### src/rtl/wss_pkg.sv
package wss_pkg;

    typedef enum logic
    {
        JOB_POINT   = 1'b0,
        JOB_SEGMENT = 1'b1
    } job_kind_t;

    // points carried by one job: P0..P3
    localparam int JOB_PTS = 4;

endpackage

### src/rtl/wss_front.sv
module wss_front #(
    parameter int W = 24
) (
    input  logic                                   clk,
    input  logic                                   rst_n,
    input  logic signed [W-1:0]                    in_x,
    input  logic signed [W-1:0]                    in_z,
    input  logic                                   in_last,
    input  logic                                   in_push,
    output logic                                   in_full,
    output logic                                   job_push,
    output logic [2*wss_pkg::JOB_PTS*W+1:0]        job_data,
    input  logic                                   job_full
);

    localparam int NPTS     = wss_pkg::JOB_PTS;
    localparam int KIND_BIT = 2 * NPTS * W;
    localparam int LAST_BIT = KIND_BIT + 1;

    localparam logic [1:0] SEEN_NONE = 2'd0;
    localparam logic [1:0] SEEN_ONE  = 2'd1;
    localparam logic [1:0] SEEN_FULL = 2'd3;

    logic signed [W-1:0] win_x_reg [3];
    logic signed [W-1:0] win_z_reg [3];
    logic [1:0]          seen_reg;
    logic [1:0]          seen_next;
    logic                hold_vld_reg;
    logic                hold_vld_next;
    logic signed [W-1:0] hold_x_reg;
    logic signed [W-1:0] hold_z_reg;
    logic                hold_last_reg;
    logic [1:0]          step_reg;
    logic [1:0]          step_next;

    logic signed [W-1:0] jx [NPTS];
    logic signed [W-1:0] jz [NPTS];
    logic signed [W-1:0] p0x;
    logic signed [W-1:0] p0z;
    wss_pkg::job_kind_t  jkind;
    logic                jlast;
    logic                jvld;
    logic                step_final;
    logic                moved;
    logic                done;
    logic                accept;

    always_comb
    begin
        p0x = (seen_reg == SEEN_FULL) ? win_x_reg[0] : win_x_reg[1];
        p0z = (seen_reg == SEEN_FULL) ? win_z_reg[0] : win_z_reg[1];
        for (int i = 0; i < NPTS; i++)
        begin
            jx[i] = '0;
            jz[i] = '0;
        end
        jkind      = wss_pkg::JOB_POINT;
        jlast      = 1'b0;
        jvld       = 1'b0;
        step_final = 1'b1;
        if (!hold_last_reg)
        begin
            if (seen_reg[1])
            begin
                jvld  = 1'b1;
                jkind = wss_pkg::JOB_SEGMENT;
                jx[0] = p0x;          jz[0] = p0z;
                jx[1] = win_x_reg[1]; jz[1] = win_z_reg[1];
                jx[2] = win_x_reg[2]; jz[2] = win_z_reg[2];
                jx[3] = hold_x_reg;   jz[3] = hold_z_reg;
            end
        end
        else
        begin
            case (seen_reg)
                SEEN_NONE:
                begin
                    jvld  = 1'b1;
                    jx[1] = hold_x_reg;
                    jz[1] = hold_z_reg;
                    jlast = 1'b1;
                end
                SEEN_ONE:
                begin
                    jvld = 1'b1;
                    if (step_reg == 2'd0)
                    begin
                        jx[1]      = win_x_reg[2];
                        jz[1]      = win_z_reg[2];
                        step_final = 1'b0;
                    end
                    else
                    begin
                        jx[1] = hold_x_reg;
                        jz[1] = hold_z_reg;
                        jlast = 1'b1;
                    end
                end
                default:
                begin
                    jvld = 1'b1;
                    case (step_reg)
                        2'd0:
                        begin
                            jkind      = wss_pkg::JOB_SEGMENT;
                            jx[0] = p0x;          jz[0] = p0z;
                            jx[1] = win_x_reg[1]; jz[1] = win_z_reg[1];
                            jx[2] = win_x_reg[2]; jz[2] = win_z_reg[2];
                            jx[3] = hold_x_reg;   jz[3] = hold_z_reg;
                            step_final = 1'b0;
                        end
                        2'd1:
                        begin
                            jkind      = wss_pkg::JOB_SEGMENT;
                            jx[0] = win_x_reg[1]; jz[0] = win_z_reg[1];
                            jx[1] = win_x_reg[2]; jz[1] = win_z_reg[2];
                            jx[2] = hold_x_reg;   jz[2] = hold_z_reg;
                            jx[3] = hold_x_reg;   jz[3] = hold_z_reg;
                            step_final = 1'b0;
                        end
                        default:
                        begin
                            jx[1] = hold_x_reg;
                            jz[1] = hold_z_reg;
                            jlast = 1'b1;
                        end
                    endcase
                end
            endcase
        end
    end

    always_comb
    begin
        for (int i = 0; i < NPTS; i++)
        begin
            job_data[i*W +: W]          = jx[i];
            job_data[(NPTS+i)*W +: W]   = jz[i];
        end
        job_data[KIND_BIT] = jkind;
        job_data[LAST_BIT] = jlast;
    end

    assign job_push = hold_vld_reg && jvld;
    assign moved    = job_push && !job_full;
    assign done     = hold_vld_reg && step_final && (!jvld || !job_full);
    assign in_full  = hold_vld_reg && !done;
    assign accept   = in_push && !in_full;

    always_comb
    begin
        hold_vld_next = hold_vld_reg;
        step_next     = step_reg;
        seen_next     = seen_reg;
        if (done)
        begin
            hold_vld_next = 1'b0;
            if (hold_last_reg)
            begin
                seen_next = SEEN_NONE;
            end
            else if (seen_reg != SEEN_FULL)
            begin
                seen_next = seen_reg + 1'b1;
            end
        end
        else if (moved)
        begin
            step_next = step_reg + 1'b1;
        end
        if (accept)
        begin
            hold_vld_next = 1'b1;
            step_next     = 2'd0;
        end
    end

    always_ff @(posedge clk or negedge rst_n)
    begin
        if (!rst_n)
        begin
            hold_vld_reg <= 1'b0;
            step_reg     <= 2'd0;
            seen_reg     <= SEEN_NONE;
        end
        else
        begin
            hold_vld_reg <= hold_vld_next;
            step_reg     <= step_next;
            seen_reg     <= seen_next;
        end
    end

    always_ff @(posedge clk)
    begin
        if (accept)
        begin
            hold_x_reg    <= in_x;
            hold_z_reg    <= in_z;
            hold_last_reg <= in_last;
        end
        if (done && !hold_last_reg)
        begin
            win_x_reg[0] <= win_x_reg[1];
            win_z_reg[0] <= win_z_reg[1];
            win_x_reg[1] <= win_x_reg[2];
            win_z_reg[1] <= win_z_reg[2];
            win_x_reg[2] <= hold_x_reg;
            win_z_reg[2] <= hold_z_reg;
        end
    end

endmodule

### config.mk
export PLATFORM = sky130hd
export DESIGN_NAME = wss_front
export DESIGN_NICKNAME = d
export VERILOG_FILES = /design/src/rtl/wss_pkg.sv /design/src/rtl/wss_front.sv
export SDC_FILE = /design/constraint.sdc
export NUM_CORES = 1
export LEC_CHECK = 0
export ABC_AREA = 1
export BUFFER_PORTS_ARGS = -buffer_cell sky130_fd_sc_hd__buf_2
export CAP_MARGIN = 0
export CORE_AREA = 3 3 144 146
export CTS_BUF_LIST = sky130_fd_sc_hd__clkbuf_16
export DETAILED_ROUTE_END_ITERATION = 8
export DIE_AREA = 0 0 147 149
export GPL_ROUTABILITY_DRIVEN = 1
export PLACE_DENSITY = 0.87
export SLEW_MARGIN = 15
export SYNTH_ARGS = -nofsm -noshare
export SYNTH_HDL_FRONTEND = slang
export SYNTH_SLANG_ARGS = --single-unit
### constraint.sdc
create_clock -name clk -period 8.1 [get_ports clk]
set_input_delay 0.405 -clock clk [delete_from_list [all_inputs] [get_ports clk]]
set_output_delay 0.405 -clock clk [all_outputs]
set_load 0.1 [all_outputs]
==> metrics <==
Worst slew margin=25.94%; fin. max-slew vios=0; largest net degree at the start of global routing=97; Synth Register Bits=198; via count=9,459; Netlist cell types=26; mapped cell area=10,440 µm²; Crit Path Category=reg2out; PortBufs=248; syn_nets=1,249; Arr. time, crit path=3.93 ns; CTS tree=yes; Final setup viols=0; Placed Instances=1,634; Die W=147 µm; Initial Util=53.45%; CP max FO=47; drt total wl=30,240 µm; Post-DP HPWL=19,480 µm; fin util=63.07%; H-tree Lvls=4; Die Ht=149 µm; Num Clock Sinks=198; Final ANT Viol Nets=0; Die ar.=21,900 µm²; synthesized instance count=1,190; post-synthesis sequential area ratio=56.73%; Area Growth Syn to Fin=17.99%; Post-CTS Setup Inserts=0; initial DRC count=1,199; initial antenna violation count=2; most frequent cells in the layout=nand2_1, buf_2, o21ai_0; hold buffer count at CTS=1; global-route wire length before repair=47,100 µm; Avg Cell Area, Syn=8.771 µm²; Finished Layout Cells=1,669; unrepaired setup endpoints after global routing=no; post-DR wirelength/cell=18.12 µm; clk slew on worst S/H paths=0.07 ns; post-route clock period utilization=53.49%; final net count=1,448; Data required, critical path=7.70 ns; Max Freq=0.2308 GHz; hold_ws=0.1456 ns; Final Wtd Congestion=0.9051; worst hold path class=in2reg; status=finished clean; Ys Warns=0; Root Driver=clkbuf_16; Via density=5.667; Total Routing Usage GR=27.04%; share of cells above drive strength 1=22.11%; most common cell after layout, fill and taps aside=nand2_1; detailed-route DRC error count=0; Skew-Pair Late Insertion Delay=0.43 ns; cts repair resizes=0; setup TNS=0 ns; number of cell rows=51; Tmin final=4.333 ns; worst-margin pin slew=1.111 ns; GR Overflow Total=0; max cap viols=0; clk buf depth=2; vias in the first global route=9,100; Layout Skew=0.01248 ns; Detailed Routing Iterations Pass 1=7; Hold Fails Final Rpt=0; I/O pins=249; core region area=19,530 µm²; CTS buffer count=17; startpoint type of the worst setup path=flop; CP Capture Type=primary output
## synth_stat cells
master,n,share of area [%]
a21oi_1,17,0.82
buf_1,19,0.68
buf_2,16,0.77
buf_4,5,0.36
buf_6,8,0.86
clkbuf_1,33,1.2
clkinv_2,1,0.048
dfrtp_1,5,1.2
edfxtp_1,193,56
ha_1,6,0.72
inv_1,161,5.8
inv_2,3,0.11
inv_4,1,0.060
nand2_1,252,9.1
nand2_2,3,0.18
nand2_4,1,0.11
nand3_1,65,3.1
nand3_2,1,0.096
nand3b_1,1,0.072
nand4_1,2,0.12
nor2_1,86,3.1
nor2_4,3,0.32
nor3_1,1,0.048
o21ai_0,203,9.7
o21ai_1,26,1.2
o22ai_1,78,4.7
## worst max-delay path: stages, from the launching register on
cell      delay, ns
edfxtp_1       0.33
buf_4          0.43
inv_1          0.22
nand2_2        0.45
buf_4          0.51
o21ai_0        0.19
inv_2          0.70
o22ai_1        0.26
buf_2          0.38
## cell families after synthesis
| logic type | after synthesis | synth area share, % |
|---|---|---|
| AO/OA/AOI/OAI | 324 | 16.47 |
| adder cells (fa/ha/maj) | 6 | 0.7192 |
| buffers and inverters | 247 | 9.866 |
| flip-flops | 198 | 56.73 |
| AND/OR/NAND/NOR | 415 | 16.22 |
## layout make-up
class / count / area, µm²
fill: 1642 / 7211
sequential: 198 / 5921
multi-input combinational: 745 / 3511
timing repair buffer: 261 / 1341
inverter: 166 / 626.9
clock buffer: 17 / 425.4
tap: 265 / 331.6
clock inverter: 15 / 153.9
antenna: 2 / 5.005
## worst paths after layout
kind	start	to	slack, ns	cells after the start
setup / recovery	hold_last_reg	job_data[23]	3.77	8
hold / removal	in_x[11]	hold_x_reg[11]	0.15	1
setup reg to reg	seen_reg[1]	hold_x_reg[10]	4.82	10
hold reg to reg	hold_z_reg[15]	win_z_reg[0][63]	0.45	0
max in group asynchronous	rst_n	seen_reg[1]	7.64	2
min in group asynchronous	rst_n	hold_vld_reg	0.31	2
## stage by stage
stage          instance area [µm²]  setup WS (ns)
6_report                     12320          3.767
3_5_place_dp                 11720          4.314
3_3_place_gp                 11720          4.369
2_1_floorplan                10440         0.6727
5_1_grt                      12320          3.535
4_1_cts                      12310          3.845
## layer usage
layer	GRT usage [%]	vias up	share of wire, %
met2	44.64	593	48
li1	-	4426	-
met3	4.284	82	9.0
met1	35.66	4358	40
met5	0	-	0
met4	12.02	0	3.4
Power is left out: the tool's default activity adds up to more than one toggle a clock period on the data nets, which glitch-free logic cannot reach.
