`src/rtl/wss_job_fifo.sv`:
```
module wss_job_fifo #(
    parameter int WIDTH = 8,
    parameter int DEPTH = 2
) (
    input  logic             clk,
    input  logic             rst_n,
    input  logic             wr_en,
    input  logic [WIDTH-1:0] wr_data,
    output logic             full,
    input  logic             rd_en,
    output logic [WIDTH-1:0] rd_data,
    output logic             empty
);

    localparam int PTR_W = (DEPTH > 1) ? $clog2(DEPTH) : 1;
    localparam int CNT_W = $clog2(DEPTH + 1);

    logic [WIDTH-1:0] mem_reg [DEPTH];
    logic [PTR_W-1:0] wr_ptr_reg;
    logic [PTR_W-1:0] wr_ptr_next;
    logic [PTR_W-1:0] rd_ptr_reg;
    logic [PTR_W-1:0] rd_ptr_next;
    logic [CNT_W-1:0] cnt_reg;
    logic [CNT_W-1:0] cnt_next;
    logic             do_wr;
    logic             do_rd;

    assign full    = (cnt_reg == CNT_W'(DEPTH));
    assign empty   = (cnt_reg == '0);
    assign do_wr   = wr_en && !full;
    assign do_rd   = rd_en && !empty;
    assign rd_data = mem_reg[rd_ptr_reg];

    always_comb
    begin
        wr_ptr_next = wr_ptr_reg;
        rd_ptr_next = rd_ptr_reg;
        cnt_next    = cnt_reg;
        if (do_wr)
        begin
            wr_ptr_next = (wr_ptr_reg == PTR_W'(DEPTH - 1)) ? '0 : wr_ptr_reg + 1'b1;
        end
        if (do_rd)
        begin
            rd_ptr_next = (rd_ptr_reg == PTR_W'(DEPTH - 1)) ? '0 : rd_ptr_reg + 1'b1;
        end
        if (do_wr && !do_rd)
        begin
            cnt_next = cnt_reg + 1'b1;
        end
        else if (do_rd && !do_wr)
        begin
            cnt_next = cnt_reg - 1'b1;
        end
    end

    always_ff @(posedge clk or negedge rst_n)
    begin
        if (!rst_n)
        begin
            wr_ptr_reg <= '0;
            rd_ptr_reg <= '0;
            cnt_reg    <= '0;
        end
        else
        begin
            wr_ptr_reg <= wr_ptr_next;
            rd_ptr_reg <= rd_ptr_next;
            cnt_reg    <= cnt_next;
        end
    end

    always_ff @(posedge clk)
    begin
        if (do_wr)
        begin
            mem_reg[wr_ptr_reg] <= wr_data;
        end
    end

endmodule

```
`config.mk`:
```
export PLATFORM = sky130hd
export DESIGN_NAME = wss_job_fifo
export DESIGN_NICKNAME = d
export VERILOG_FILES = /design/src/rtl/wss_job_fifo.sv
export SDC_FILE = /design/constraint.sdc
export NUM_CORES = 1
export LEC_CHECK = 0
export ABC_CLOCK_PERIOD_IN_PS = 3300
export BUFFER_PORTS_ARGS = -buffer_cell sky130_fd_sc_hd__buf_2
export CORE_MARGIN = 8
export CORE_UTILIZATION = 52
export DETAILED_ROUTE_END_ITERATION = 16
export GPL_ROUTABILITY_DRIVEN = 0
export GPL_TIMING_DRIVEN = 0
export HOLD_SLACK_MARGIN = 0.1
export MAX_ROUTING_LAYER = met4
export PLACE_DENSITY = 0.8
export SKIP_LAST_GASP = 1
export SLEW_MARGIN = 0
export SYNTH_ARGS = -nofsm -noshare
export SYNTH_HDL_FRONTEND = slang
export SYNTH_SLANG_ARGS = --single-unit
```
`constraint.sdc`:
```
create_clock -name clk -period 3.3 [get_ports clk]
set_input_delay 0.495 -clock clk [delete_from_list [all_inputs] [get_ports clk]]
set_output_delay 0.495 -clock clk [all_outputs]
set_load 0.05 [all_outputs]
```
==> key figures, run 1 <==
Synthesis
  – Avg Inst Size Synth: between 15 and 20 um2
  – Number of synthesized flops with an enable pin: 16
  – #FFs+latches synth: 20
  – Most frequent cells after synthesis: edfxtp_1 (16), mux2_1 (6), dfrtp_1 (4)
  – Async SR Flop Fraction: 0.200
  – Netlist Area Pre-Place: just under 800 um2
  – Count leader, synth: edfxtp_1
  – Synth warn: 0
  – Sequential fraction of the synthesis area: 0.742
  – Top_reg_cell synth: edfxtp_1
  – Synth Net Count: 57
  – Share of the synthesized area in the top cell type: 0.614
  – Yosys top cell by area: edfxtp_1
  – Synth cell types: 15
  – Synth area leaders: edfxtp_1 (61%), dfrtp_1 (13%), mux2_1 (8.6%)
  – Cells after synthesis: 44

Routing
  – Residual DRC: 0
  – Number of routed nets with antenna violations: 0
  – Via count: approximately 440
  – WL final: between 1000 and 1500 um
  – Drt initial violations: 2
  – TritonRoute pass-1 iters: 3
  – DR WL/cell: between 15 and 20 um
  – Vias per cell: 5.12

Critical path
  – Startpoint Class: flop
  – Worst Setup SP: rd_ptr_reg
  – Required @ worst endpoint: about 2800 ps
  – Setup CP Type: reg -> out
  – Critical Path AT: 1440 ps
  – Crit-path max FO: 9
  – Critical Path Sink Type: output port
  – Worst R2R Start: cnt_reg[0]

Final layout
  – Area grow syn2layout: 20.2%
  – NumNets Final: 84
  – Final instance area: around 940 um2
  – Antenna Cells: 0
  – Max FFs per register: 16
  – Share of cells above drive strength 1: 0.420

Min path
  – Hold Path Class: in -> reg
  – Hold Path Origin: wr_data[6]

Timing
  – Setup ws final: 1370 ps
  – RSZ-0062 raised after global routing: false
  – Setup tns final: 0 ps
  – Period utilisation layout: 0.585
  – Peak Freq: around 520 MHz
  – Worst clock skew: just over 4 ps
  – Minimum clock period: between 1500 and 2000 ps
  – Final Max Slew Viols: 0
  – Max-slew headroom: 0.507
  – Final hold violation count: 0
  – Setup violators final: 0
  – Worst-margin pin slew: between 700 and 800 ps
  – Min Hold Slack: 386 ps

GRT
  – Largest net degree at the start of global routing: 11
  – Vias in the first global route: about 400
  – First-pass GRT wire length: 2090 um
  – Overflow after GRT: 0
  – Global Route Usage Sum: 0.106
  – Antenna violations before repair: 0

CTS
  – TritonCTS clock tree: built
  – Clock transition at the registers of the reported paths: 100 ps
  – Clock Latency Late Sink: slightly below 300 ps
  – CTS Buffer Depth: 2
  – TritonCTS Buffers: 3
  – TritonCTS Sinks: 20
  – Max H-tree Level: 1
  – Root Buffer: clkbuf_4

Power
  – Leak: 0.396 nW
  – Peak VDD IR: 600 uV
  – Power Density: a little over 1000 mW/mm2

Placement
  – Port Buffers: 21
  – Dpl ws: between 1500 and 2000 ps
  – Dpl hpwl: approximately 1000 um
  – Placed cell area: about 910 um2

Floorplan
  – Core area: between 0.001 and 0.0015 mm2
  – Row count: 14
  – Die area: about 0.003 mm2
  – Starting Density: 0.538
  – Die height: around 55 um
  – Die Wd: between 50 and 60 um
  – # IOs: 22

Run
  – Max-cap violations: 0

Run status
  – Outcome: complete, no violations
[where the power goes]
part           total [mW]  switching (mW)  internal, mW  leakage, nW
registers           0.388          0.0345         0.353        0.195
clock network       0.111          0.0683        0.0424       0.0138
logic               0.460           0.325         0.135        0.187
total               0.958           0.427         0.531        0.396
[per-stage QoR]
step	total power [mW]	util	std cells
6_report	0.958	0.646	85
5_1_grt	1.01	0.646	85
4_1_cts	0.968	0.646	85
3_5_place_dp	0.859	0.624	81
3_3_place_gp	0.844	0.624	81
2_1_floorplan	0.758	-	44
[what timing repair did]
item                                   in CTS  in global routing
setup buffers                               0                  0
endpoints found under the hold margin       4                  0
gates resized for setup                     0                  0
hold buffers                                1                  0
[layer usage]
layer	global-route usage	vias to the layer above	routed length [um]
met5	-	-	0
met4	0.0615	0	0
met3	0.0245	0	69
met2	0.158	10	729
met1	0.128	214	589
li1	-	211	-
[logic make-up after synthesis]
family / after synthesis / synth area share
DFF: 20 / 0.742
muxes: 8 / 0.115
and+or+nand+nor: 6 / 0.0384
xor gates and xnor gates: 5 / 0.0656
buffers and inverters: 3 / 0.0160
AOI/OAI and AO/OA: 1 / 0.00639
adders and majority gates: 1 / 0.0160
[area by class of cell]
type | count | area [um2]
Buffer | 1 | 5.00
Fill cell | 114 | 514
Tap cell | 16 | 20.0
Timing Repair Buffer | 22 | 115
Clock buffer | 3 | 22.5
Multi-Input combinational cell | 21 | 189
Inverter | 2 | 7.51
Sequential cell | 20 | 581
[critical path, stage by stage, from the launching register on]
cell     delay (ps)
dfrtp_1         330
buf_2           230
mux2_2          370
buf_2           210
[final timing paths]
check | depth (start not counted) | end | slack [ps]
min in group asynchronous | 2 | wr_ptr_reg | 530
max in group asynchronous | 2 | cnt_reg[1] | 2650
setup reg to reg | 3 | mem_reg[0][1] | 1620
hold reg to reg | 1 | wr_ptr_reg | 520
hold / removal | 1 | mem_reg[0][6] | 390
setup / recovery | 3 | rd_data[2] | 1370
[cells in the final DEF (no fill, tap or decap)]
master,n
nor2_1,3
mux2_1,6
dfrtp_1,4
xnor2_2,1
and3_1,1
mux2_2,2
edfxtp_1,16
xnor2_1,2
buf_2,22
inv_1,2
nand2b_1,1
nand2_2,1
o21ai_1,1
ha_1,1
dlygate4sd3_1,1
clkbuf_4,3
xor2_1,2
No activity file was read; power rests on OpenSTA's default activity.
==> run 2: changes to the inputs <==
--- a/config.mk
+++ b/config.mk
@@ -5,16 +5,16 @@
 export SDC_FILE = /design/constraint.sdc
 export NUM_CORES = 1
 export LEC_CHECK = 0
-export ABC_CLOCK_PERIOD_IN_PS = 3300
+export ABC_CLOCK_PERIOD_IN_PS = 2000
 export BUFFER_PORTS_ARGS = -buffer_cell sky130_fd_sc_hd__buf_2
 export CORE_MARGIN = 8
-export CORE_UTILIZATION = 52
+export CORE_UTILIZATION = 48
 export DETAILED_ROUTE_END_ITERATION = 16
 export GPL_ROUTABILITY_DRIVEN = 0
 export GPL_TIMING_DRIVEN = 0
 export HOLD_SLACK_MARGIN = 0.1
 export MAX_ROUTING_LAYER = met4
-export PLACE_DENSITY = 0.8
+export PLACE_DENSITY = 0.74
 export SKIP_LAST_GASP = 1
 export SLEW_MARGIN = 0
 export SYNTH_ARGS = -nofsm -noshare
==> constraint.sdc (replaced) <==
create_clock -name clk -period 2 [get_ports clk]
set_input_delay 0.3 -clock clk [delete_from_list [all_inputs] [get_ports clk]]
set_output_delay 0.3 -clock clk [all_outputs]
set_load 0.05 [all_outputs]
==> run 2 against run 1 <==
- count of clock-buffer cells in the layout grew 1
- clock power rose by 99%
- first-iteration DRC count up 100%
- register-to-register slack got worse by 1200 ps
- utilization is 2.1 points lower
- largest power group unchanged
==> key figures, run 2 (synthesis results as in run 1) <==
Timing
  – Setup violators final: 0
  – Setup tns final: 0 ps
  – Period utilisation layout: 0.862
  – Final hold violation count: 0
  – Peak Freq: between 500 and 600 MHz
  – Worst clock skew: between 10 and 15 ps
  – Setup ws final: approximately 280 ps
  – RSZ-0062 raised after global routing: false
  – Minimum clock period: 1720 ps
  – Max-slew headroom: 0.553
  – Worst-margin pin slew: between 600 and 700 ps
  – Final Max Slew Viols: 0

Power
  – Peak VDD IR: between 900 and 1000 uV
  – Power Density: 1690 mW/mm2
  – Tot Pwr: about 1.6 mW
  – Leak: roughly 0.4 nW

Floorplan
  – Die Wd: 56.4 um
  – Row count: 14
  – Die height: 56.4 um
  – Starting Density: 0.513
  – Core area: between 0.0015 and 0.002 mm2
  – # IOs: 22
  – Die area: between 0.003 and 0.004 mm2

Final layout
  – Area grow syn2layout: 21.9%
  – Fillers: 115
  – NumNets Final: 84
  – Commonest non-fill, non-tap cell in the layout: buf_2
  – Multi-input logic area: 189 um2
  – Antenna Cells: 0
  – Share of cells above drive strength 1: 0.429
  – Most frequent cells in the layout: buf_2 (22), edfxtp_1 (16), mux2_1 (6)
  – Max FFs per register: 16
  – Register area: 581 um2

Routing
  – TritonRoute pass-1 iters: 3
  – Via count: 406
  – Number of routed nets with antenna violations: 0
  – DR WL/cell: between 10 and 15 um
  – WL final: about 1200 um
  – Residual DRC: 0
  – Vias per cell: ~4.7
  – Drt initial violations: 4

CTS
  – Clock transition at the registers of the reported paths: approximately 110 ps
  – Clock Latency Late Sink: between 200 and 300 ps
  – Root Buffer: clkbuf_4
  – Max H-tree Level: 1
  – TritonCTS Sinks: 20
  – TritonCTS clock tree: built
  – TritonCTS Buffers: 3
  – Post_cts resized: 0
  – CTS Buffer Depth: 2

Placement
  – Dpl ws: between 300 and 400 ps
  – Port Buffers: 21
  – Dpl hpwl: 906 um

GRT
  – Overflow after GRT: 0
  – First-pass GRT wire length: roughly 2000 um
  – Antenna violations before repair: 0
  – Vias in the first global route: 457
  – Global Route Usage Sum: 0.0802
  – Largest net degree at the start of global routing: 12

Critical path
  – Startpoint Class: flop
  – CP endpoint: rd_data[2]
  – Setup CP Type: reg -> out
  – Required @ worst endpoint: approximately 1700 ps
  – RR Endpoint: mem_reg[0][2]
  – R2r setup slk: around 380 ps
  – Critical Path Sink Type: output port
  – Critical Path AT: around 1400 ps
  – Crit-path max FO: 9
  – Worst Setup SP: rd_ptr_reg
  – Reg2Reg Depth: 3
  – Worst R2R Start: cnt_reg[0]

Run
  – Max-cap violations: 0

Min path
  – Hold Path Class: in -> reg

Run status
  – Outcome: complete, no violations
-- run 2: cell type report --
type                       count  share of cell area
clock buffer                   4              0.0381
buffer                         1             0.00525
tap                           16              0.0210
sequential                    20               0.609
timing repair buffer          22               0.121
inverter                       2             0.00787
multi-input combinational     21               0.198
-- run 2: worst min path at each step --
| stage | slack [ps] | from | depth (start not counted) | end |
|---|---|---|---|---|
| after floorplan | 4 | rst_n | 0 | cnt_reg[0] |
| after global placement | 110 | rst_n | 1 | wr_ptr_reg |
| after detailed placement | 110 | rst_n | 1 | wr_ptr_reg |
| after CTS | 180 | wr_data[0] | 1 | mem_reg[1][0] |
| after global routing | 170 | wr_data[1] | 1 | mem_reg[1][1] |
| final | 190 | wr_data[0] | 1 | mem_reg[1][0] |
-- run 2: report_power, final --
group          total (mW)  leakage [nW]  switching, mW  internal (mW)
sequential          0.638         0.195         0.0553          0.582
clock               0.221        0.0210          0.110          0.111
combinational       0.752         0.187          0.529          0.223
-- run 2: metal layers --
metal  share of wire  wire length, um  global-route usage
met1            0.42              504              0.0825
met3           0.049               59              0.0360
met4               0                0              0.0309
met5               0                0                   -
met2            0.53              635               0.132
-- run 2: worst max-delay path: stages, from the launching register on --
cell and delay (ps):
dfrtp_1 330, buf_2 230, mux2_2 360, buf_2 210
-- run 2: through the flow --
| step | std cells | hold WS [ps] | cell area, um2 | util |
|---|---|---|---|---|
| after floorplan | 44 | 4.41 | 782 | - |
| after global placement | 81 | 111 | 907 | 0.595 |
| after detailed placement | 81 | 112 | 907 | 0.595 |
| after CTS | 86 | 178 | 953 | 0.626 |
| after global routing | 86 | 172 | 953 | 0.626 |
| final | 86 | 189 | 953 | 0.626 |
-- run 2: what timing repair did --
action,CTS,global route
endpoints found under the hold margin,4,0
hold buffers,1,0
setup buffers,0,0
==> run 3: changes to the inputs <==
--- a/config.mk
+++ b/config.mk
@@ -5,13 +5,12 @@
 export SDC_FILE = /design/constraint.sdc
 export NUM_CORES = 1
 export LEC_CHECK = 0
-export ABC_CLOCK_PERIOD_IN_PS = 2000
+export ABC_CLOCK_PERIOD_IN_PS = 1900
 export BUFFER_PORTS_ARGS = -buffer_cell sky130_fd_sc_hd__buf_2
 export CORE_MARGIN = 8
 export CORE_UTILIZATION = 48
 export DETAILED_ROUTE_END_ITERATION = 16
 export GPL_ROUTABILITY_DRIVEN = 0
-export GPL_TIMING_DRIVEN = 0
 export HOLD_SLACK_MARGIN = 0.1
 export MAX_ROUTING_LAYER = met4
 export PLACE_DENSITY = 0.74
==> constraint.sdc (replaced) <==
create_clock -name clk -period 1.9 [get_ports clk]
set_input_delay 0.285 -clock clk [delete_from_list [all_inputs] [get_ports clk]]
set_output_delay 0.285 -clock clk [all_outputs]
set_load 0.05 [all_outputs]
==> run 3 against run 2 <==
- final area shrank 0.79%
- sequential share of layout area grew 0.48 points
- wire length grew 12%
- worst setup slack lost 160 ps
- first-iteration DRC count grew 25%
- largest power group unchanged
==> key figures, run 3 (synthesis results as in run 1) <==
Critical path
  – Setup CP Type: reg -> out
  – Crit-path max FO: 9
  – Critical Path Sink Type: output port
  – Required @ worst endpoint: about 1600 ps
  – Critical Path AT: around 1500 ps
  – Startpoint Class: flop

Floorplan
  – Starting Density: 0.513
  – Core area: about 0.0015 mm2
  – # IOs: 22
  – Die area: around 0.0032 mm2
  – Die height: roughly 56 um
  – Row count: 14
  – Die Wd: between 50 and 60 um

Final layout
  – Commonest non-fill, non-tap cell in the layout: buf_2
  – Finished Layout Cells: 86
  – Share of cells above drive strength 1: 0.414
  – Antenna Cells: 0
  – Area grow syn2layout: 21.0%
  – NumNets Final: 84
  – Most frequent cells in the layout: buf_2 (21), edfxtp_1 (16), mux2_1 (6)
  – Fillers: around 120
  – Max FFs per register: 16

Timing
  – Setup ws final: 116 ps
  – Setup violators final: 0
  – Period utilisation layout: 0.939
  – Worst-margin pin slew: around 400 ps
  – Final Max Slew Viols: 0
  – Max-slew headroom: 0.730
  – Min Hold Slack: around 150 ps
  – Final hold violation count: 0
  – Worst clock skew: 4.51 ps
  – Minimum clock period: around 1800 ps
  – RSZ-0062 raised after global routing: false
  – Setup tns final: 0 ps
  – Peak Freq: 561 MHz

GRT
  – First-pass GRT wire length: about 2100 um
  – Global Route Usage Sum: 0.0887
  – Antenna violations before repair: 0
  – Vias in the first global route: 463
  – Overflow after GRT: 0
  – Largest net degree at the start of global routing: 12

Power
  – Combinational share of power: 0.453
  – Switching power: roughly 750 uW
  – Power Density: roughly 1800 mW/mm2
  – Leak: approximately 0.40 nW
  – Clock group share of total power: 0.125
  – Internal power: 930 uW
  – Flop pwr share: 0.422
  – Tot Pwr: ~1.7 mW
  – Peak VDD IR: 1220 uV
  – Sw frac: 0.447

CTS
  – TritonCTS clock tree: built
  – TritonCTS Buffers: 3
  – CTS Buffer Depth: 2
  – Root Buffer: clkbuf_4
  – Max H-tree Level: 1
  – Cts hold-fix bufs: 1
  – Post_cts resized: 0
  – Clock Latency Late Sink: around 310 ps
  – TritonCTS Sinks: 20
  – Setup bufs post-CTS: 0
  – Clock transition at the registers of the reported paths: roughly 100 ps

Routing
  – Vias per cell: approximately 5
  – Via count: approximately 430
  – TritonRoute pass-1 iters: 4
  – WL final: 1340 um
  – Drt initial violations: 5
  – Residual DRC: 0
  – DR WL/cell: approximately 16 um
  – Number of routed nets with antenna violations: 0

Run status
  – Outcome: complete, no violations

Run
  – Max-cap violations: 0

Placement
  – Port Buffers: 21
  – DP Cell Count: 81
  – Dpl ws: ~360 ps

Min path
  – Hold Path Class: in -> reg
## run 3: cell counts in the layout (fill, tap and decap cells not counted)
Identical to the previous run, type by type.
## run 3: critical path, stage by stage, from the launching register on
cell and delay (ps):
dfrtp_1 600, mux2_2 380, buf_2 210
## run 3: final timing paths
path,from,to,slack (ps),depth (start not counted)
max in group asynchronous,rst_n,rd_ptr_reg,1490,2
min in group asynchronous,rst_n,wr_ptr_reg,290,2
hold / removal,wr_data[5],mem_reg[0][5],150,1
setup reg to reg,cnt_reg[0],cnt_reg[1],380,7
hold reg to reg,wr_ptr_reg,wr_ptr_reg,540,1
setup / recovery,rd_ptr_reg,rd_data[7],120,2
## run 3: area by class of cell
cell class,count,area (um2),share of cell area
sequential,20,581,0.614
multi-input combinational,21,189,0.200
timing repair buffer,23,123,0.130
clock buffer,4,26.3,0.0278
tap,16,20.0,0.0212
inverter,2,7.51,0.00794
## run 3: power groups by stage
stage / Combinational [mW] / Clock, mW / Sequential (mW)
finish: 0.763 / 0.211 / 0.710
global route: 0.809 / 0.224 / 0.729
CTS: 0.779 / 0.207 / 0.712
detailed placement: 0.772 / 0 / 0.722
global placement: 0.758 / 0 / 0.717
floorplan: 0.648 / 0 / 0.668
## run 3: per-stage QoR
step	instance area, um2	utilization
6_report	946	0.621
5_1_grt	946	0.621
4_1_cts	946	0.621
3_5_place_dp	910	0.597
3_3_place_gp	910	0.597
2_1_floorplan	782	-
## run 3: metal layers
metal,vias up,global-route usage,share of wire
met5,-,-,0
met3,2,0.0315,0.042
li1,213,-,-
met4,0,0.0412,0.022
met2,12,0.149,0.52
met1,201,0.0904,0.42
